$ cat src/hw/rtl/qts_ram.sv
`timescale 1ns / 1ps
// Generic single-write, single-read RAM with registered read data.
// No dependencies.
module qts_ram #(
  parameter int unsigned WIDTH = 8,
  parameter int unsigned DEPTH = 4
) (
  input  logic                     clk_i,
  input  logic                     we_i,
  input  logic [$clog2(DEPTH)-1:0] waddr_i,
  input  logic [WIDTH-1:0]         wdata_i,
  input  logic [$clog2(DEPTH)-1:0] raddr_i,
  output logic [WIDTH-1:0]         rdata_o
);

  logic [WIDTH-1:0] mem_q [DEPTH];
  logic [WIDTH-1:0] rdata_q;

  // write port
  always_ff @(posedge clk_i) begin
    if (we_i) begin
      mem_q[waddr_i] <= wdata_i;
    end
  end

  // registered read port
  always_ff @(posedge clk_i) begin
    rdata_q <= mem_q[raddr_i];
  end

  assign rdata_o = rdata_q;

endmodule

$ cat config.mk
export PLATFORM = sky130hd
export DESIGN_NAME = qts_ram
export DESIGN_NICKNAME = d
export VERILOG_FILES = /design/src/hw/rtl/qts_ram.sv
export SDC_FILE = /design/constraint.sdc
export NUM_CORES = 1
export LEC_CHECK = 0
export BUFFER_PORTS_ARGS = -buffer_cell sky130_fd_sc_hd__buf_2
export CORE_MARGIN = 4
export CORE_UTILIZATION = 30
export CTS_CLUSTER_SIZE = 20
export DETAILED_ROUTE_END_ITERATION = 6
export GPL_TIMING_DRIVEN = 0
export SLEW_MARGIN = 20
export SYNTH_ARGS = -nofsm -noshare
export SYNTH_HDL_FRONTEND = slang
export SYNTH_SLANG_ARGS = --single-unit
$ cat constraint.sdc
create_clock -name clk_i -period 1.5 [get_ports clk_i]
set_clock_uncertainty 0.15 [all_clocks]
set_input_delay 0 -clock clk_i [delete_from_list [all_inputs] [get_ports clk_i]]
set_output_delay 0 -clock clk_i [all_outputs]
set_load 0.005 [all_outputs]
Word level (Yosys, flattened, before mapping)
Memory sizes are Yosys's and may differ from the RTL's. A register that Yosys moved wholly into a read port is not among the register bits.
Cells that the tools add are included.
- bits in registers: 0
- memories kept: 1
- output and inout bits: 8
- logic and storage cells: 3
- memory bits (writable): 32
- muxes and demuxes: 2
- memory list (name ; depth ; width ; rd ports ; clocked after memory_dff ; wr ports ; RTL line ; RTL):
    mem_q ; 4 ; 8 ; 1 ; 1 ; 1 ; 16 ; logic [WIDTH-1:0] mem_q [DEPTH];
- operators by type and width (kind ; number):
    $mux W1 ; 2

Logic depth before layout (Yosys ltp)
- depth after elaboration: 2
- depth in mapped cells: 2

Worst setup path after synthesis
Ideal clock, no wire load.
- path type: in2reg
- start: input port waddr_i[0]
- end: memory mem_q[0][0] (enable)
- library setup time: 0.385 ns
- required time: 0.965 ns
- cell stages on the path: 1
- setup slack: 0.286 ns
- arrival: 0.679 ns
- cell sequence: nor3b_1
- RTL lines (item ; RTL line ; RTL):
    start, declared ; 10 ; input logic [$clog2(DEPTH)-1:0] waddr_i,
    end, declared ; 16 ;
Straight into the memory's write port.

Final worst setup path
- start: input port waddr_i[0]
- end: memory mem_q[0][6] (enable)
Straight into the memory's write port.

==> metrics.csv <==
stage,metric,value,unit
floorplanning,rows,24,
logic_synthesis,syn_inst,54,
clock_tree,htreeDepth,2,
clock_tree,clock_path_buffers,2,
grt,antenna_found_initial,0,
drt,drc_errors,0,
logic_synthesis,synth_xor_area_share,0,%
critical_path,critical_path_class,in -> reg,
clock_tree,cts.root.buffer_cell,clkbuf_8,
sta,relSlewSlack,71.3,%
critical_path,cp.arrival,1.25,ns
critical_path,setup.worst_path.end_class,register,
final_layout,final_cell_mix,"edfxtp_1 (32), buf_2 (19), dlygate4sd3_1 (11), mux4_2 (8), dfxtp_1 (8)",
logic_synthesis,synth-simple-area-share,2.32,%
logic_synthesis,synth_compound_area_share,0,%
logic_synthesis,yosys-top-cells-area,"edfxtp_1 (71%), mux4_2 (13%), dfxtp_1 (12%)",
sta,min_period,1.41,ns
placed_design,gp_congestion,0.622,
clock_tree,tritoncts,built,
final_layout,layout_commonest_cell,edfxtp_1,
grt,grt_max_degree,12,
floorplanning,io-pin-count,22,
power_and_ir_drop,power.density,1240,nW/um2
grt,grt_pass1_wl,3430,um
placed_design,placed_area,1520,um2
sta,worst_slack,0.0929,ns
drt,wl_per_cell,14.7,um
drt,routed-via-count,633,
final_layout,fin_area,1720,um2
floorplanning,dieArea,5630,um2
clock_tree,path_clk_slew,0.07,ns
clock_tree,cts.sinks,40,
sta,fin_crit_sh,93.8,%
final_layout,fin_nets,106,
logic_synthesis,yosys.area.top_type,edfxtp_1,
logic_synthesis,syn_avg_cell_area,25.0,um2
critical_path,path_max_fanout,6,
power_and_ir_drop,ir_drop,0.331,mV
critical_path,cp_cell_sequence,"dlygate4sd3_1, buf_2, nor3b_2, buf_4",
logic_synthesis,synth_top_area_share,71.2,%
min_path,min_path_type,in -> reg,
placed_design,pre_cts_slack,0.317,ns
floorplanning,core,4350,um2
logic_synthesis,synthMuxAreaShare,13.4,%
clock_tree,postCtsResizedCells,0,
sta,hold_viol,0,
drt,drt_pass1_iterations,4,
final_layout,syn_to_final_growth,27.6,%
critical_path,slowest_delay,0.53,ns
final_layout,antenna_cells,0,
floorplanning,start_util,31.0,%
logic_synthesis,yosysWarnings,0,
grt,grt_pass1_vias,679,
sta,max_freq,711,MHz
logic_synthesis,synth_top_family_by_area,multiplexers,
clock_tree,ctsHoldBuffers,11,
placed_design,portBuffers,19,
logic_synthesis,synth_nets,68,
critical_path,required,1.35,ns
clock_tree,clock_latency,0.28,ns
final_layout,final_util,39.5,%
logic_synthesis,synthDistinctLibCells,8,
sta,rsz0062_at_grt,no,
grt,overflow,0,
logic_synthesis,syn-cell-area,1350,um2
sta,drv_slew,0,
drt,viasPerCell,4.37,
sta,finalSetupViolations,0,
placed_design,dp_hpwl,1440,um
critical_path,slowest_stage,dlygate4sd3_1,
logic_synthesis,seq_area_frac_synth,83.1,%
final_layout,drive_above_1_share,39.8,%
critical_path,cp-start-kind,primary input,
logic_synthesis,synth-adder-area-share,0,%
sta,worst_pin_slew,0.430,ns
logic_synthesis,yosys_register_bits,40,
drt,antenna_left,0,
critical_path,critPathBufInv,3,
drt,routed_wl,2130,um
floorplanning,die_h,75.1,um
grt,gr-usage-all-layers,9.00,%
run_status,status,completed,
final_layout,fill_cells,392,
floorplanning,die_w,75.1,um
clock_tree,cts_made_buffers,5,
drt,first_iter_violations,61,
power_and_ir_drop,p_leak,0.617,nW
power_and_ir_drop,p_total,2.13,mW
flow_run,max_cap_viol_count,0,
critical_path,crit_family,buffers and inverters,
clock_tree,postCtsSetupBuffers,0,
## final cells by class
cell class / instances / area [um2] / area share (%)
sequential: 40 / 1120 / 65.1
tap: 52 / 65.1 / 3.78
buffer: 2 / 16.3 / 0.945
multi-input combinational: 12 / 216 / 12.6
clock buffer: 8 / 90.1 / 5.23
timing repair buffer: 31 / 213 / 12.4
## cell families after synthesis
| family | count (synthesis) |
|---|---|
| mux | 8 |
| buf+inv | 2 |
| flops | 40 |
| simple gates | 4 |
## routing by layer
metal	track usage, %	vias to the layer above	share of wire (%)
met5	0	-	0
met4	5.93	0	2.7
met3	3.60	5	5.4
met2	14.4	16	53
met1	9.84	315	39
li1	-	297	-
## registers in the layout, summed over array words and instances, names as in the netlist
name     count
mem_q       32
rdata_o      8
## power by group
| part | internal (mW) | leakage [nW] | total (mW) | switching (mW) |
|---|---|---|---|---|
| clock | 0.375 | 0.0455 | 0.712 | 0.338 |
| sequential | 1.26 | 0.361 | 1.28 | 0.0127 |
| combinational | 0.0820 | 0.210 | 0.141 | 0.0585 |
| total | 1.72 | 0.617 | 2.13 | 0.409 |
## cells in the mapped netlist (all sizes together)
library cell,count
edfxtp,32
dfxtp,8
and3,1
nor3b,1
buf,1
mux4,8
clkbuf,1
and3b,2
## worst paths after layout
kind | start | end | slack (ns) | cells after the start
max reg2reg | mem_q[0][1]$_DFFE_PP_ | rdata_o[1]$_DFF_P_ | 0.40 | 1
min | raddr_i[1] | rdata_o[5]$_DFF_P_ | 0.03 | 2
max | waddr_i[0] | mem_q[0][6]$_DFFE_PP_ | 0.09 | 4
min reg2reg | mem_q[3][3]$_DFFE_PP_ | rdata_o[3]$_DFF_P_ | 0.41 | 1
## per-stage QoR
stage                     setup TNS (ns)  std cells  hold slack, ns
after detailed placement               0        126          0.0707
after global routing                   0        145          0.0402
after global placement             -3.28        125          0.0608
final                                  0        145          0.0318
after floorplan                        0         54         -0.0511
after CTS                              0        145          0.0304
(Power assumes the default switching activity.)
