===== config.mk =====
export PLATFORM = sky130hd
export DESIGN_NAME = qts_mul
export DESIGN_NICKNAME = d
export VERILOG_FILES = /design/src/hw/rtl/qts_pkg.sv /design/src/hw/rtl/qts_mul.sv
export SDC_FILE = /design/constraint.sdc
export NUM_CORES = 2
export LEC_CHECK = 0
export ABC_AREA = 1
export BUFFER_PORTS_ARGS = -buffer_cell sky130_fd_sc_hd__clkbuf_2
export CORE_MARGIN = 10
export CORE_UTILIZATION = 65
export DETAILED_ROUTE_END_ITERATION = 7
export GPL_TIMING_DRIVEN = 0
export PLACE_DENSITY = 0.95
export SLEW_MARGIN = 20
export SYNTH_ARGS = -nofsm -noshare
export SYNTH_HDL_FRONTEND = slang
export SYNTH_SLANG_ARGS = --single-unit

===== constraint.sdc =====
create_clock -name clk_i -period 10.7 [get_ports clk_i]
set_clock_uncertainty 0.1 [all_clocks]
set_input_delay 3.21 -clock clk_i [delete_from_list [all_inputs] [get_ports clk_i]]
set_output_delay 3.21 -clock clk_i [all_outputs]
set_load 0.005 [all_outputs]

===== src/hw/rtl/qts_pkg.sv =====
`timescale 1ns / 1ps
// Shared types, constants and helper functions of the quad trapezoid splitter.
// Used by the channel interfaces, the multiplier and the top level.
package qts_pkg;

  // field widths
  localparam int unsigned XW        = 32;
  localparam int unsigned YW        = 16;
  localparam int unsigned ZW        = 32;
  localparam int unsigned SW        = 16;
  localparam int unsigned OSW       = 8;
  localparam int unsigned CFG_W     = 32;
  localparam int unsigned CFG_IDX_W = 1;

  // register indexes
  localparam logic [CFG_IDX_W-1:0] CFG_DEPTH_OFFSET = 1'd0;
  localparam logic [CFG_IDX_W-1:0] CFG_DEPTH_SCALE  = 1'd1;
  localparam logic [CFG_W-1:0]     DEPTH_SCALE_RST  = 32'h0001_0000;

  // edge kinds
  localparam logic KIND_SPLIT = 1'b0;
  localparam logic KIND_FAR   = 1'b1;

  // divider sizes: dividend 2*|d*num|+|den|, divisor 2*|den|
  localparam int unsigned DIV_NUM_W = 50;
  localparam int unsigned DIV_DEN_W = 17;
  localparam int unsigned MUL_W     = 32;

  // vertex store: bank 0 holds loaded corners, bank 1 the working copy
  localparam int unsigned RAM_DEPTH = 8;

  typedef struct packed {
    logic [XW-1:0] x;
    logic [YW-1:0] y;
    logic [ZW-1:0] z;
    logic [SW-1:0] s;
  } corner_t;

  localparam int unsigned CORNER_W = $bits(corner_t);

  typedef struct packed {
    logic [YW-1:0]  row;
    logic           edge_kind;
    logic [XW-1:0]  left_x;
    logic [XW-1:0]  right_x;
    logic [ZW-1:0]  left_z;
    logic [ZW-1:0]  right_z;
    logic [OSW-1:0] left_shade;
    logic [OSW-1:0] right_shade;
    logic           quad_done;
  } result_t;

  // round an 8.8 shade to an integer, saturate at 255
  function automatic logic [OSW-1:0] shade_out(input logic [SW-1:0] s);
    logic [SW:0] t;
    t = {1'b0, s} + 17'h00080;
    return t[SW] ? 8'hFF : t[SW-1:8];
  endfunction

  function automatic result_t mk_res(input logic [YW-1:0] row, input logic kind,
                                     input corner_t l, input corner_t r);
    result_t o;
    o.row         = row;
    o.edge_kind   = kind;
    o.left_x      = l.x;
    o.right_x     = r.x;
    o.left_z      = l.z;
    o.right_z     = r.z;
    o.left_shade  = shade_out(l.s);
    o.right_shade = shade_out(r.s);
    o.quad_done   = 1'b0;
    return o;
  endfunction

endpackage


===== src/hw/rtl/qts_mul.sv =====
`timescale 1ns / 1ps
// Shared unsigned multiplier with a registered product.
// Depends on qts_pkg for the operand width.
module qts_mul (
  input  logic                        clk_i,
  input  logic [qts_pkg::MUL_W-1:0]   a_i,
  input  logic [qts_pkg::MUL_W-1:0]   b_i,
  output logic [2*qts_pkg::MUL_W-1:0] p_o
);

  logic [2*qts_pkg::MUL_W-1:0] p_q;

  // register the product every cycle
  always_ff @(posedge clk_i) begin
    p_q <= a_i * b_i;
  end

  assign p_o = p_q;

endmodule


* After elaboration in Yosys (flattened, before gate mapping)
Cells that the tools add are included. Widths: inputs -> output; s select.
Operators by class: $mul 1
Operators by type and width (count):
- $mul 32x32->64 | 1
Storage, ports and cells: output and inout bits 64, word-level logic and storage cells 2, input port bits 65, bits in registers 64

* Logic depth before layout (Yosys ltp)
depth in word-level cells 1, depth in mapped cells 30, mapped depth without buffers 29

* Worst setup path after synthesis
Ideal clock, no wire load.
kind in2reg, start point in a_i[25] in the netlist's numbering, end point reg p_q, in the netlist p_o[60], setup time 112 ps, required time 10488 ps, setup slack 1576 ps, cell stages on the path 26, buffers on the path 1, arrival 8912 ps, cells stage by stage clkbuf_1 > nand2_1 > fa_1 > inv_1 > fa_1 > inv_1 > fa_1 > inv_1 > fa_1 > fa_1 > fa_1 > fa_1 > inv_1 > fa_1 > inv_1 > ha_1 > nand2_1 > nand2_1 > a21oi_1 > nand2_1 > nand2_1 > nand2_1 > a21oi_1 > nand2_1 > nand2_1 > nand2_1
On the way: longest elaborated chain between the ends 1
Ends and longest elaborated chain:
- from (decl) | RTL line qts_mul.sv:6 | input logic [qts_pkg::MUL_W-1:0] a_i,
- $mul 32x32->64 | RTL line qts_mul.sv:15 | p_q <= a_i * b_i;
- to (signal assigned) | RTL line qts_mul.sv:15
- to (decl) | RTL line qts_mul.sv:11 | logic [2*qts_pkg::MUL_W-1:0] p_q;
No other way between the ends.

* Worst setup path after layout
start point in a_i[16] in the netlist's numbering, end point reg p_q, in the netlist p_o[47]
The elaborated chain is that of the path after synthesis.

==> out/qor.txt <==
DRT antenna net count - 0
CTS Root Buffer Type - clkbuf_16
worst hold path class - primary input to flop
cell area after synthesis - 37400 sq um
total gr overflow - 0
Tmin final - 10.54 ns
DRT Wirelength - 138 mm
Core Footprint - 56700 sq um
worst hold start - b_i[0]
Vias/cell - 5.57
Syn Nets - 6247
Post-DP HPWL - 117 mm
Yosys cell types - 23
Startpoint Class - primary input
CP endpoint - p_o[47]
vias in the first global route - 34000
port bufs - 128
residual DRC count - 8
max-slew violations - 0
first-pass GRT wire length - 207 mm
via count - 33000
row count - 87
Syn Area/Cell - 7.45 sq um
Worst Setup End Kind - flop
Worst-Margin Slew - 1.34 ns
fin crit share - 98.5%
Top-Level Pins - 129
nets - 6386
initial antenna violation count - 5
most common cell after layout, fill and taps aside - inv_1
GP Congestion - 1.08
CP startpoint - a_i[16]
Sinks on Clock Net - 64
Num CTS Buffers - 9
die area - 67500 sq um
WS Path Type - primary input to flop
most frequent cells in the layout - 1723 x inv_1, 1566 x nand2_1, 896 x fa_1
Post-CTS Setup Repair Bufs - 0
Yosys warning total - 0
layout cells sized above 1 - 4.26%
Detailed Routing Iterations Pass 1 - 8
CTS tree - yes
Area growth syn-to-layout - 5.18%
Hold Vio Cnt, Final - 0
Synth Register Bits - 64
PostCTS Resize Cnt - 0
sequential cell area fraction in the yosys report - 3.43%
Reg clk slew, reported paths - 0.06 ns
largest net degree at the start of global routing - 13
crit path DAT - 10.65 ns
Critical Path Fanout Max - 10
Die Span X - 260 um
RSZ-0062 raised after global routing - false
Max Buffers Root-to-Sink - 2
drt first-iter violations - 4054
gate count after technology mapping - 5023
Worst EP required - 10.81 ns
achievable frequency - 0.0949 GHz
FILL cells - 4792
Relative slew margins - 10.9%
die height - 260 um
cts hold-fix bufs - 0
Routed WL per cell - 23.3 um
Setup violations, final - 0
MaxCap Viol Count - 0
max FFs per register - 64
setup tns final - 0 ns
failing checks - DRC
Total GRT Usage - 41.9%
status - complete, but fails checks
Initial Util - 65.9%
htree depth - 3
-- how the worst min path moves through the flow --
stage	slack [ns]	to	depth (start not counted)
after floorplan	3.21	p_o[0]	2
after global placement	3.43	p_o[0]	3
after detailed placement	3.46	p_o[0]	3
after CTS	3.12	p_o[0]	3
after global routing	3.13	p_o[0]	3
final	3.12	p_o[0]	3
-- stage by stage --
step                      cell area (sq um)  setup WS, ns  util, %  std cells  hold slack, ns
final                                 39300         0.157     69.4       5925            3.12
after global routing                  39300        0.0394     69.4       5923            3.13
after CTS                             39300         0.321     69.3       5923            3.12
after detailed placement              39000        0.0170     68.7       5907            3.46
after global placement                39000       0.00458     68.7       5907            3.43
after floorplan                       37400          1.58        -       5023            3.21
-- cells in the mapped netlist (all sizes together) --
library cell | instances | area, sq um
nand2 | 1581 | 5970
clkbuf | 192 | 721
nor2 | 101 | 459
o21bai | 12 | 93.8
a21oi | 43 | 215
ha | 263 | 3290
inv | 1735 | 6510
dfxtp | 64 | 1280
nand3 | 65 | 370
xnor2 | 2 | 17.5
o21ai | 2 | 10.0
nor3 | 18 | 131
nand4 | 16 | 100
fa | 896 | 17900
xor2 | 33 | 289
-- kinds of logic after synthesis --
kind of cell,synth area share [%]
AOI/OAI and AO/OA,0.853
xor gates and xnor gates,0.820
adders and majority gates,56.8
buffers and inverters,19.3
DFF,3.43
and+or+nand+nor,18.8
-- worst max-delay path: stages --
cell and delay [ns]:
clkbuf_2 0.20, clkbuf_1 0.88, nand2_1 0.10, inv_1 0.14, fa_1 0.47, fa_1 0.60
inv_1 0.07, fa_1 0.50, fa_1 0.52, inv_1 0.07, fa_1 0.56, fa_1 0.45
fa_1 0.69, fa_1 0.51, ha_1 0.43, nand2_1 0.13, nor2_1 0.19, inv_1 0.08
nor2_1 0.29, a21oi_1 0.15, nand2_2 0.14, nand2_1 0.08, nand3_1 0.07, nand2_1 0.09
-- final cells by class --
| type | instances | area (sq um) | share of cell area [%] |
|---|---|---|---|
| diodes | 2 | 5.00 | 0.0127 |
| plain buffers | 192 | 736 | 1.87 |
| clock buffers | 10 | 239 | 0.607 |
| clock inverters | 6 | 92.6 | 0.235 |
| inverters | 1735 | 6510 | 16.6 |
| multi-input cells | 3032 | 28900 | 73.4 |
| flip-flops and latches | 64 | 1280 | 3.26 |
| well taps | 756 | 946 | 2.40 |
| repair buffers | 128 | 641 | 1.63 |
-- metal layers --
metal  track usage (%)  routed length, um
met5                 0                 76
met2              63.2              59100
met1              50.4              46500
met3              15.1              20200
met4              27.2              12000
Power is left out: the tool's default activity adds up to more than one toggle a clock period on the data nets, which glitch-free logic cannot reach.
