File: src/hw/rtl/qts_div.sv
`timescale 1ns / 1ps
// Restoring unsigned divider, one quotient bit per cycle.
// Depends on nothing; widths come from parameters.
module qts_div #(
  parameter int unsigned NUM_W = 50,
  parameter int unsigned DEN_W = 17
) (
  input  logic             clk_i,
  input  logic             rst_ni,
  input  logic             start_i,
  input  logic [NUM_W-1:0] num_i,
  input  logic [DEN_W-1:0] den_i,
  output logic             done_o,
  output logic [NUM_W-1:0] quo_o
);

  localparam int unsigned CNT_W = $clog2(NUM_W + 1);

  logic [NUM_W-1:0] acc_q, acc_d;
  logic [DEN_W-1:0] rem_q, rem_d;
  logic [DEN_W-1:0] den_q;
  logic [CNT_W-1:0] cnt_q, cnt_d;
  logic             busy_q, busy_d;
  logic             done_q, done_d;
  logic [DEN_W:0]   trial;
  logic             ge;

  // one restoring step
  always_comb begin
    trial = {rem_q, acc_q[NUM_W-1]};
    ge    = trial >= {1'b0, den_q};
  end

  always_comb begin
    acc_d  = acc_q;
    rem_d  = rem_q;
    cnt_d  = cnt_q;
    busy_d = busy_q;
    done_d = 1'b0;
    if (start_i) begin
      acc_d  = num_i;
      rem_d  = '0;
      cnt_d  = CNT_W'(NUM_W);
      busy_d = 1'b1;
    end else if (busy_q) begin
      acc_d = {acc_q[NUM_W-2:0], ge};
      rem_d = ge ? DEN_W'(trial - {1'b0, den_q}) : trial[DEN_W-1:0];
      cnt_d = cnt_q - CNT_W'(1);
      if (cnt_q == CNT_W'(1)) begin
        busy_d = 1'b0;
        done_d = 1'b1;
      end
    end
  end

  always_ff @(posedge clk_i or negedge rst_ni) begin
    if (!rst_ni) begin
      cnt_q  <= '0;
      busy_q <= 1'b0;
      done_q <= 1'b0;
    end else begin
      cnt_q  <= cnt_d;
      busy_q <= busy_d;
      done_q <= done_d;
    end
  end

  always_ff @(posedge clk_i) begin
    acc_q <= acc_d;
    rem_q <= rem_d;
    if (start_i) begin
      den_q <= den_i;
    end
  end

  assign done_o = done_q;
  assign quo_o  = acc_q;

endmodule

File: config.mk
export PLATFORM = sky130hd
export DESIGN_NAME = qts_div
export DESIGN_NICKNAME = d
export VERILOG_FILES = /design/src/hw/rtl/qts_div.sv
export SDC_FILE = /design/constraint.sdc
export NUM_CORES = 1
export LEC_CHECK = 0
export ABC_AREA = 1
export BUFFER_PORTS_ARGS = -buffer_cell sky130_fd_sc_hd__buf_2
export CORE_UTILIZATION = 55
export CTS_BUF_LIST = sky130_fd_sc_hd__clkbuf_2
export DETAILED_ROUTE_END_ITERATION = 10
export PLACE_DENSITY = 0.86
export SKIP_LAST_GASP = 1
export SYNTH_ARGS = -nofsm -noshare
export SYNTH_HDL_FRONTEND = slang
export SYNTH_SLANG_ARGS = --single-unit
File: constraint.sdc
create_clock -name clk_i -period 6.3 [get_ports clk_i]
set_input_delay 0.315 -clock clk_i [delete_from_list [all_inputs] [get_ports clk_i]]
set_output_delay 0.315 -clock clk_i [all_outputs]
set_load 0.05 [all_outputs]
### Yosys cells after proc, flatten, opt, wreduce, memory -nomap -nowiden

Index checks and enable logic that the tools add are counted.
W data, S select, Z words.

* equality and inequality tests: 1
* add/sub/neg operators: 2
* multiplexer cells: 11
* reductions and logical operators: 1
* $lt $le $gt $ge: 1

Operators by type and width (number)
* $mux W50: 2
* $ge A18 B17 Y1: 1
* $mux W17: 1
* $sub A17 B17 Y17: 1
* $mux W6: 2
* $eq A6 B1 Y1 const B: 1
* $mux W1: 6
* $sub A6 B1 Y6 const B: 1
* $reduce_bool A2 Y1: 1

* input port bits: 70
* register bits after elaboration: 92
* logic and storage cells: 22
* output and inout port bits: 51

### Depth between registers and ports, before layout

Gate-level depths: netlist of the first run.

* depth in word-level cells: 4
* gate-level depth with buffers: 15
* mapped depth without buffers: 15

### Worst setup path after synthesis of the first run

Ideal clock, no wire load.

* path type: input-to-reg
* start: in start_i
* end: reg acc_q[0], in the netlist quo_o[0], enable pin
* buffers on the path: 1
* stages: 3
* required time: 5627 ps
* setup time: 673 ps
* arrival: 1677 ps
* path slack: 3949 ps
* cells stage by stage: clkbuf_1 -> nor2_1 -> clkinv_1

* word-level cells in the longest chain between the ends: 1

Ends and longest elaborated chain
* start, declared: RTL line 10 `input logic start_i,`
* $reduce_bool A2 Y1 (no line)
* end signal, assigned: RTL line 69 `acc_q <= acc_d;`
* end, declared: RTL line 19 `logic [NUM_W-1:0] acc_q, acc_d;`

Every way passes these cells.
A chain may end at the register's enable or synchronous reset.

### Worst setup path in the final report of the first run

* start: reg acc_q[49], in the netlist quo_o[49]
* end: reg rem_q[8]

* word-level cells in the longest chain between the ends: 2
* elaborated cells between the ends (all ways): 3
* classes of those cells: add/sub (1); order compare (1); mux (1)

Ends and longest elaborated chain
* $sub A17 B17 Y17 / $ge A18 B17 Y1 (equally long branches): RTL line 47, 31
* $mux W17 (*): RTL line 47 `rem_d = ge ? DEN_W'(trial - {1'b0, den_q}) : trial[DEN_W-1:0];`
* end signal, assigned: RTL line 70 `rem_q <= rem_d;`
* end, declared: RTL line 20 `logic [DEN_W-1:0] rem_q, rem_d;`

Every way passes the cells marked *; elsewhere a longest branch is shown, timed or not.

==> results of run 1 <==
## layout make-up
| class | instances | area [µm²] |
|---|---|---|
| clock buffer | 9 | 45.0 |
| clock inverter | 7 | 80.1 |
| fill | 637 | 2590 |
| inverter | 81 | 304 |
| multi-input combinational | 426 | 2010 |
| sequential | 92 | 2550 |
| tap | 108 | 135 |
| timing repair buffer | 165 | 1050 |
## path summary, 6_finish.rpt
path | from | endpoint | slack, ps
max | quo_o[49]$_DFFE_PP_ | rem_q[8]$_SDFFE_PP0P_ | 3870
min | num_i[23] | quo_o[23]$_DFFE_PP_ | 8
max reg2reg | quo_o[49]$_DFFE_PP_ | rem_q[8]$_SDFFE_PP0P_ | 3870
min reg2reg | rem_q[15]$_SDFFE_PP0P_ | rem_q[15]$_SDFFE_PP0P_ | 500
max in group asynchronous | rst_ni | cnt_q[1]$_DFFE_PN0P_ | 6030
min in group asynchronous | rst_ni | done_o$_DFF_PN0_ | 70
## layer usage
metal | vias to the layer above | global-route usage [%] | part of all wire (%) | routed length (µm)
met4 | 0 | 11.1 | 4.3 | 607
li1 | 2267 | - | - | -
met1 | 2207 | 35.1 | 39 | 5490
met2 | 290 | 49.0 | 48 | 6830
met3 | 67 | 5.97 | 8.8 | 1250
met5 | - | 0 | 0 | 0
## stage by stage
stage,hold WS [ps],setup WS [ps]
finish,8.38,3870
global route,-31.9,3660
CTS,0.389,3880
detailed placement,168,3570
global placement,166,3590
floorplan,19.4,3950
## kinds of logic after synthesis
| logic type | Yosys count | synth area share [%] |
|---|---|---|
| xor+xnor | 7 | 1.23 |
| flops | 92 | 51.3 |
| compound gates | 32 | 3.34 |
| fa+ha+maj | 20 | 5.18 |
| buf+inv | 100 | 8.47 |
| simple gates | 367 | 30.5 |
## power breakdown
group / internal, µW / leakage (µW) / switching, µW / total, µW
clock: 99.4 / 0.0000768 / 235 / 334
combinational: 285 / 0.00226 / 563 / 847
sequential: 740 / 0.000947 / 65.6 / 806
total: 1120 / 0.00328 / 863 / 1990
## placed cells by master (no fill, tap or decap), types with 2 or more instances in the layout
cell type,netlist,layout
a21oi_1,14,14
buf_2,1,120
buf_4,0,2
clkbuf_2,0,9
dfrtp_1,8,8
dfxtp_1,17,17
dlygate4sd3_1,0,43
edfxtp_1,67,67
ha_1,19,19
inv_1,79,79
inv_2,1,2
inv_6,0,3
nand2_1,278,278
nand2_2,4,4
nand3_1,46,46
nand3_2,4,4
nand3b_1,7,7
nand4_1,3,3
nor2_1,17,17
nor2_2,3,3
nor3_1,3,3
o21ai_0,13,13
o21ai_1,2,2
xnor2_1,5,5
xor2_1,2,2
## state kept, by name, summed over array words and instances (netlist names)
name    cells
quo_o      50
den_q      17
cnt_q       6
done_o      1
busy_q      1
rem_q      17
## repair_timing
| action | 4_1_cts | 5_1_grt |
|---|---|---|
| hold buffers | 35 | 8 |
| hold endpoints to repair | 42 | 8 |
| endpoints found under the setup margin | 0 | 0 |
## worst min-delay path, cell delays in order
cell and delay (ps):
buf_2 80, nand2_1 50, nand2_1 60
==> flow_metrics.py, run 1 <==
metrics = {
    "cells_and_area": {
        "final_cells": 888,
        "finalInstanceArea_um2": 6170,
        "final_nets": 865,
        "final_layout_size_suffix_gt1_share_pct": 19.2,
        "syn2layout_area_growth_pct": 23.9,
        "fin_util_pct": 70.4,
        "diodes": 0,
    },
    "placed_design": {
        "post-dp-hpwl_mm": 8.65,
        "placedInstanceArea_um2": 5610,
        "dp.cells": 829,
        "routabilityCongestion": 0.865,
        "portBuffers": 120,
    },
    "global_routing": {
        "grt_max_degree": 73,
        "grt_use_total_pct": 28.5,
        "antenna_found_initial": 0,
        "grt_pass1_vias": 4568,
        "grt_pass1_wl_mm": 21.5,
        "grt-ovfl-total": 0,
    },
    "clock_tree": {
        "cts.clk_slew.worst_paths_ps": 310,
        "insertion_delay_ps": 580,
        "post_cts_buffers": 0,
        "cts_resized": 0,
        "cts_buffer_depth": 2,
        "htree_num_levels": 3,
        "cts_sinks": 92,
        "tritoncts": "built",
        "cts-root-buf": "clkbuf_2",
        "cts_made_buffers": 9,
    },
    "logic_synthesis": {
        "syn_nets": 708,
        "avgSynthCellArea_um2": 8.06,
        "ys_seq_area_share_pct": 51.3,
        "yosys-top-cells-area": "edfxtp_1 40%, nand2_1 21%, dfxtp_1 6.8%",
        "postSynthCellCount": 618,
        "synth_most_common_cell": "nand2_1",
        "yosys.area.top_type": "edfxtp_1",
        "netlist.area_leader.share_pct": 40.4,
        "synthFlopType": "edfxtp_1",
        "synth-edff-count": 67,
        "async_flop_share_pct": 8.70,
        "yosys.cell_types.count": 30,
        "netlist_area_um2": 4980,
        "ys_ff_latch": 92,
        "ys_top_cells_by_count": "278 x nand2_1, 79 x inv_1, 67 x edfxtp_1, 46 x nand3_1, 19 x ha_1",
        "synth_warnings": 0,
    },
    "floorplan": {
        "initial_core_util_pct": 56.8,
        "io_pins": 121,
        "die_height_um": 97.2,
        "die_x_um": 97.2,
        "rows": 34,
        "fp.dieArea_um2": 9440,
        "coreArea_um2": 8760,
    },
    "drt": {
        "vias": 4831,
        "drc": 0,
        "wl_per_cell_um": 16.0,
        "drt-pass1-iter-count": 7,
        "drt_iter0_drc": 350,
        "wl_mm": 14.2,
        "viasPerCell": 5.44,
        "drtAntennaViolNets": 0,
    },
    "critical_path": {
        "critPathKind": "reg2reg",
        "critical-path-top-delay-family": "simple AND/OR/NAND/NOR gates",
        "worstSetupEndpointType": "flop",
        "cp_num_cells": 11,
        "arrival_ps": 2930,
        "max_stage_delay_ps": 440,
        "critPathRequiredTime_ps": 6810,
        "reg2regPathDepth": 11,
        "path_buf_inv": 2,
        "cp-start-kind": "flop",
        "crit_slowest_cell": "edfxtp_1",
        "critPathMaxFanout": 20,
        "crit_chain": "inv_1 > ha_1 > inv_1 > fa_1 > nand3_2 > nand3_2 > nand2_2 > nand2_2 > nand2_1 > nand3_1 > o21ai_1",
    },
    "run": {
        "cap_violations": 0,
    },
    "timing": {
        "relSlewSlack_pct": 17.8,
        "hold_viol": 0,
        "setup_viol": 0,
        "fin_crit_ps": 2430,
        "slew_viol_final": 0,
        "worstMarginPinSlew_ps": 1230,
        "rsz0062_at_grt": "no",
        "fmax_ghz": 0.412,
        "period_share_pct": 38.5,
        "finalSetupTns_ps": 0,
        "finClkSkew_ps": 29.7,
    },
    "pwr": {
        "power_uw": 1990,
        "leakage_uw": 0.00328,
        "irDropWorstVdd_uv": 175,
        "power.density_nw_per_um2": 322,
    },
    "worst_hold_path": {
        "hp-class": "in2reg",
        "min_path_cells": 3,
    },
    "run_status": {
        "status": "completed",
    },
}
No activity file was read; power rests on OpenSTA's default activity.
==> run 2, diff against run 1 <==
--- a/config.mk
+++ b/config.mk
@@ -7,10 +7,10 @@
 export LEC_CHECK = 0
 export ABC_AREA = 1
 export BUFFER_PORTS_ARGS = -buffer_cell sky130_fd_sc_hd__buf_2
-export CORE_UTILIZATION = 55
+export CORE_UTILIZATION = 50
 export CTS_BUF_LIST = sky130_fd_sc_hd__clkbuf_2
 export DETAILED_ROUTE_END_ITERATION = 10
-export PLACE_DENSITY = 0.86
+export PLACE_DENSITY = 0.82
 export SKIP_LAST_GASP = 1
 export SYNTH_ARGS = -nofsm -noshare
 export SYNTH_HDL_FRONTEND = slang
==> constraint.sdc (replaced) <==
create_clock -name clk_i -period 2.2 [get_ports clk_i]
set_input_delay 0.11 -clock clk_i [delete_from_list [all_inputs] [get_ports clk_i]]
set_output_delay 0.11 -clock clk_i [all_outputs]
set_load 0.05 [all_outputs]
==> run 2 against run 1 <==
Combinational power rose to 2.9 times the previous value. Register-to-register slack worse by 3600 ps. Die area up 9.8%. Final area up 5.7%. Global-route usage down 1.5 points. Worst setup slack worse by 3600 ps. Largest cell class unchanged. Via count down 0.77%. Sequential power rose to 2.8 times the previous value. Core utilization down 3.4 points. Critical path depth up 4. Clock skew down 8.0 ps. Total power rose to 2.8 times the previous value. Largest power group unchanged.
==> flow_metrics.py, run 2 (synthesis results as in run 1) <==
metrics = {
    "critical_path": {
        "crit_slowest_cell": "edfxtp_1",
        "worstSetupEndpointType": "flop",
        "cp-start-kind": "flop",
        "cpMostUsedCell": "nand2_1",
        "path_buf_inv": 2,
        "critPathKind": "reg2reg",
        "critPathMaxFanout": 3,
        "max_stage_delay_ps": 430,
        "critical-path-top-delay-family": "simple AND/OR/NAND/NOR gates",
        "arrival_ps": 2450,
        "critPathRequiredTime_ps": 2680,
        "cp_num_cells": 15,
        "crit_chain": "inv_1 > ha_1 > inv_1 > fa_2 > nand2_1 > nand2_1 > nand3_1 > nand2_1 > nand2_1 > nand2_1 > nand2_1 > nand2_1 > nand2_1 > nand3_1 > nand2_1",
        "reg2regPathDepth": 15,
    },
    "timing": {
        "rsz0062_at_grt": "no",
        "fmax_ghz": 0.506,
        "final.setup.worst_slack_ps": 225,
        "relSlewSlack_pct": 41.3,
        "finalSetupTns_ps": 0,
        "hold_viol": 0,
        "finClkSkew_ps": 21.7,
        "hold-worst-slack_ps": 57.5,
        "period_share_pct": 89.8,
        "worstMarginPinSlew_ps": 880,
        "fin_crit_ps": 1970,
        "setup_viol": 0,
        "slew_viol_final": 0,
    },
    "cells_and_area": {
        "largest_register_ff_count": 50,
        "final_nets": 898,
        "fillCellCount": 751,
        "syn2layout_area_growth_pct": 30.9,
        "diodes": 0,
        "layout_common_cells": "278 x nand2_1, 120 x buf_2, 79 x inv_1",
        "mostFrequentLayoutCell": "nand2_1",
        "final_layout_size_suffix_gt1_share_pct": 19.6,
        "fin_util_pct": 67.0,
    },
    "clock_tree": {
        "insertion_delay_ps": 530,
        "cts_sinks": 92,
        "cts_made_buffers": 9,
        "tritoncts": "built",
        "cts-root-buf": "clkbuf_2",
        "htree_num_levels": 3,
        "cts_resized": 0,
        "cts.clk_slew.worst_paths_ps": 260,
        "cts_buffer_depth": 2,
        "post_cts_buffers": 0,
    },
    "global_routing": {
        "grt_max_degree": 70,
        "antenna_found_initial": 0,
        "grt-ovfl-total": 0,
        "grt_use_total_pct": 27.0,
        "grt_pass1_wl_mm": 21.6,
        "grt_pass1_vias": 4768,
    },
    "floorplan": {
        "die_x_um": 102,
        "die_height_um": 102,
        "initial_core_util_pct": 51.2,
        "coreArea_um2": 9730,
        "io_pins": 121,
        "rows": 36,
        "fp.dieArea_um2": 10400,
    },
    "run_status": {
        "status": "completed",
    },
    "drt": {
        "drtAntennaViolNets": 0,
        "drt_iter0_drc": 317,
        "drt-pass1-iter-count": 5,
        "wl_mm": 13.4,
        "viasPerCell": 5.07,
        "wl_per_cell_um": 14.1,
        "drc": 0,
        "vias": 4794,
    },
    "placed_design": {
        "dp_slack_ps": 259,
        "routabilityCongestion": 0.915,
        "portBuffers": 120,
        "post-dp-hpwl_mm": 7.95,
    },
    "worst_hold_path": {
        "hp-class": "in2reg",
        "min_path_cells": 4,
    },
    "pwr": {
        "clock_power_share_pct": 15.5,
        "switching_share_pct": 41.4,
        "power_uw": 5570,
        "pwr-share-seq_pct": 41.0,
        "p_comb_share_pct": 43.5,
        "power.density_nw_per_um2": 854,
        "leakage_uw": 0.00343,
        "irDropWorstVdd_uv": 421,
        "p_int_uw": 3260,
        "switchingPower_uw": 2310,
    },
    "run": {
        "cap_violations": 0,
    },
}
[run 2: cell count changes in the layout (fill, tap and decap cells not counted), sizes merged]
cell,delta
clkbuf,+2
inv,-3
buf,+7
dlygate4sd3,+26
clkinvlp,+1
[run 2: routing by layer]
metal	part of all wire, %	GRT usage [%]	vias to the layer above
met2	47	45.1	244
met1	41	33.0	2176
met5	0	0	-
met4	3.3	13.7	0
li1	-	-	2331
met3	8.5	5.94	43
[run 2: power by group through the flow]
stage	Clock (µW)	Sequential (µW)	Combinational (µW)
6_report	863	2280	2420
4_1_cts	883	2270	2390
5_1_grt	948	2310	2730
3_5_place_dp	0	2300	2290
3_3_place_gp	0	2300	2240
2_1_floorplan	0	2600	1510
[run 2: final cells by class]
class	count	area, µm²	area share, %
inverters	81	305	4.68
clock buffers	11	55.1	0.845
flip-flops and latches	92	2550	39.2
multi-input cells	426	2010	30.8
well taps	133	166	2.55
repair buffers	198	1370	21.0
clock inverters	5	60.1	0.921
[run 2: what timing repair did]
item,in CTS,in global routing
hold endpoints to repair,75,0
endpoints found under the setup margin,0,0
hold buffers,69,0
[run 2: through the flow]
stage / cells / cell area [µm²]
5_1_grt: 946 / 6520
2_1_floorplan: 618 / 4980
6_report: 946 / 6520
3_3_place_gp: 861 / 5710
3_5_place_dp: 861 / 5710
4_1_cts: 946 / 6520
[run 2: worst reg2reg max path, cell delays in order (launching register included)]
cell      delay (ps)
edfxtp_1         430
inv_1             90
ha_1             140
inv_1             70
fa_2             380
nand2_1           80
nand2_1           90
nand3_1           80
nand2_1           90
nand2_1          130
nand2_1           70
nand2_1           60
nand2_1           50
nand2_1           50
nand3_1           70
nand2_1           80
[run 2: final timing paths]
kind / to / slack (ps) / from
worst max-delay path: rem_q[14]$_SDFFE_PP0P_ / 230 / quo_o[49]$_DFFE_PP_
worst min-delay path: rem_q[13]$_SDFFE_PP0P_ / 60 / start_i
worst max register to register: rem_q[14]$_SDFFE_PP0P_ / 230 / quo_o[49]$_DFFE_PP_
worst min register to register: rem_q[13]$_SDFFE_PP0P_ / 490 / rem_q[13]$_SDFFE_PP0P_
max in group asynchronous: cnt_q[4]$_DFFE_PN0P_ / 1410 / rst_ni
min in group asynchronous: cnt_q[3]$_DFFE_PN0P_ / 500 / rst_ni
==> run 3, diff against run 2 <==
--- a/config.mk
+++ b/config.mk
@@ -6,7 +6,7 @@
 export NUM_CORES = 1
 export LEC_CHECK = 0
 export ABC_AREA = 1
-export BUFFER_PORTS_ARGS = -buffer_cell sky130_fd_sc_hd__buf_2
+export BUFFER_PORTS_ARGS = -buffer_cell sky130_fd_sc_hd__buf_4
 export CORE_UTILIZATION = 50
 export CTS_BUF_LIST = sky130_fd_sc_hd__clkbuf_2
 export DETAILED_ROUTE_END_ITERATION = 10
==> run 3 against run 2 <==
Clock skew is 48 ps higher. Count of clock-buffer cells in the layout fell by 1. Cell count grew 1.6%. Final area up 6.8%. Flip-flop and latch count is the same. Clock power fell by 5.8%. Sequential power about the same.
==> flow_metrics.py, run 3 (synthesis results as in run 1) <==
metrics = {
    "clock_tree": {
        "tritoncts": "built",
        "cts-root-buf": "clkbuf_2",
        "htree_num_levels": 3,
        "insertion_delay_ps": 640,
        "cts_sinks": 92,
        "cts.clk_slew.worst_paths_ps": 300,
        "cts_buffer_depth": 2,
        "cts_made_buffers": 9,
    },
    "cells_and_area": {
        "largest_register_ff_count": 50,
        "layout_common_cells": "278 x nand2_1, 128 x buf_4, 83 x dlygate4sd3_1",
        "syn2layout_area_growth_pct": 39.8,
        "final_nets": 913,
        "final_layout_size_suffix_gt1_share_pct": 19.3,
        "mostFrequentLayoutCell": "nand2_1",
        "fin_util_pct": 71.5,
        "diodes": 0,
    },
    "critical_path": {
        "arrival_ps": 2550,
        "r2r_slack_ps": 150,
        "cp_num_cells": 11,
        "worstSetupEndpointType": "flop",
        "critPathKind": "reg2reg",
        "rr_endpoint": "rem_q[6]$_SDFFE_PP0P_",
        "worstSetupStartpoint": "den_q[14]$_DFFE_PP_",
        "crit_slowest_cell": "edfxtp_1",
        "cp-start-kind": "flop",
        "reg2reg_from": "den_q[14]$_DFFE_PP_",
        "path_buf_inv": 3,
        "worstSetupEndpoint": "rem_q[6]$_SDFFE_PP0P_",
        "critical-path-top-delay-family": "simple AND/OR/NAND/NOR gates",
        "cpMostUsedCell": "nand3_1",
        "reg2regPathDepth": 11,
        "critPathMaxFanout": 12,
        "crit_chain": "inv_1 > ha_1 > nand2_1 > inv_1 > nand3_1 > a21oi_1 > nor2_2 > buf_4 > nand3_1 > nand3_1 > o21ai_0",
        "max_stage_delay_ps": 470,
        "critPathRequiredTime_ps": 2700,
    },
    "drt": {
        "vias": 5014,
        "wl_per_cell_um": 15.5,
        "wl_mm": 14.9,
        "viasPerCell": 5.22,
        "drt_iter0_drc": 279,
        "drt-pass1-iter-count": 7,
        "drtAntennaViolNets": 0,
        "drc": 0,
    },
    "floorplan": {
        "die_height_um": 102,
        "initial_core_util_pct": 51.2,
        "coreArea_um2": 9730,
        "die_x_um": 102,
        "rows": 36,
        "io_pins": 121,
        "fp.dieArea_um2": 10400,
    },
    "global_routing": {
        "grt-ovfl-total": 0,
        "grt_max_degree": 40,
        "grt_use_total_pct": 31.1,
        "grt_pass1_wl_mm": 24.2,
        "antenna_found_initial": 0,
        "grt_pass1_vias": 5066,
    },
    "timing": {
        "period_share_pct": 93.3,
        "finClkSkew_ps": 69.9,
        "hold_viol": 0,
        "slew_viol_final": 0,
        "relSlewSlack_pct": 67.1,
        "fmax_ghz": 0.487,
        "setup_viol": 0,
        "fin_crit_ps": 2050,
        "hold-worst-slack_ps": 163,
        "rsz0062_at_grt": "yes",
        "worstMarginPinSlew_ps": 488,
    },
    "run_status": {
        "status": "completed",
    },
    "placed_design": {
        "portBuffers": 120,
        "post-dp-hpwl_mm": 8.61,
        "routabilityCongestion": 0.913,
    },
    "pwr": {
        "power.density_nw_per_um2": 816,
        "leakage_uw": 0.00355,
        "irDropWorstVdd_uv": 492,
    },
    "run": {
        "cap_violations": 0,
    },
    "worst_hold_path": {
        "hp-class": "in2reg",
    },
}
-- run 3: per-stage QoR --
stage / setup WS, ps / setup TNS, ps / power [µW] / std cells / instance area, µm²
global route: -39.2 / -54.0 / 6090 / 961 / 6960
global placement: 281 / 0 / 4650 / 862 / 6020
floorplan: 65.0 / 0 / 4120 / 618 / 4980
finish: 148 / 0 / 5680 / 961 / 6960
CTS: 138 / 0 / 5610 / 961 / 6950
detailed placement: 214 / 0 / 4700 / 862 / 6020
-- run 3: layout make-up --
| cell class | count | area [µm²] |
|---|---|---|
| well taps | 133 | 166 |
| clock buffers | 10 | 50.0 |
| flip-flops and latches | 92 | 2550 |
| multi-input cells | 426 | 2020 |
| repair buffers | 213 | 1820 |
| fillers | 701 | 2770 |
| clock inverters | 6 | 47.5 |
| inverters | 81 | 305 |
-- run 3: what timing repair did --
| action | CTS | global route |
|---|---|---|
| resized for setup | 0 | 3 |
| setup endpoints to repair | 0 | 5 |
| setup buffers | 0 | 0 |
| endpoints found under the hold margin | 87 | 0 |
| hold buffers | 83 | 0 |
-- run 3: how the worst min path moves through the flow --
| stage | from | end | cells after the start |
|---|---|---|---|
| after floorplan | rst_ni | busy_q$_DFF_PN0_ | 0 |
| after global placement | rst_ni | done_o$_DFF_PN0_ | 1 |
| after detailed placement | rst_ni | done_o$_DFF_PN0_ | 1 |
| after CTS | den_i[12] | den_q[12]$_DFFE_PP_ | 2 |
| after global routing | den_i[12] | den_q[12]$_DFFE_PP_ | 2 |
| final | den_i[12] | den_q[12]$_DFFE_PP_ | 2 |
-- run 3: power by group --
part	internal, µW	switching (µW)	leakage (µW)
registers	2120	175	0.000947
logic	972	1600	0.00255
clock network	165	647	0.0000585
-- run 3: layer usage --
metal	global-route usage, %	vias to the layer above	wire (µm)	share of wire (%)
met2	52.7	299	7350	49
li1	-	2366	-	-
met4	14.2	0	565	3.8
met5	0	-	0	0
met3	8.63	53	1370	9.2
met1	36.7	2296	5650	38
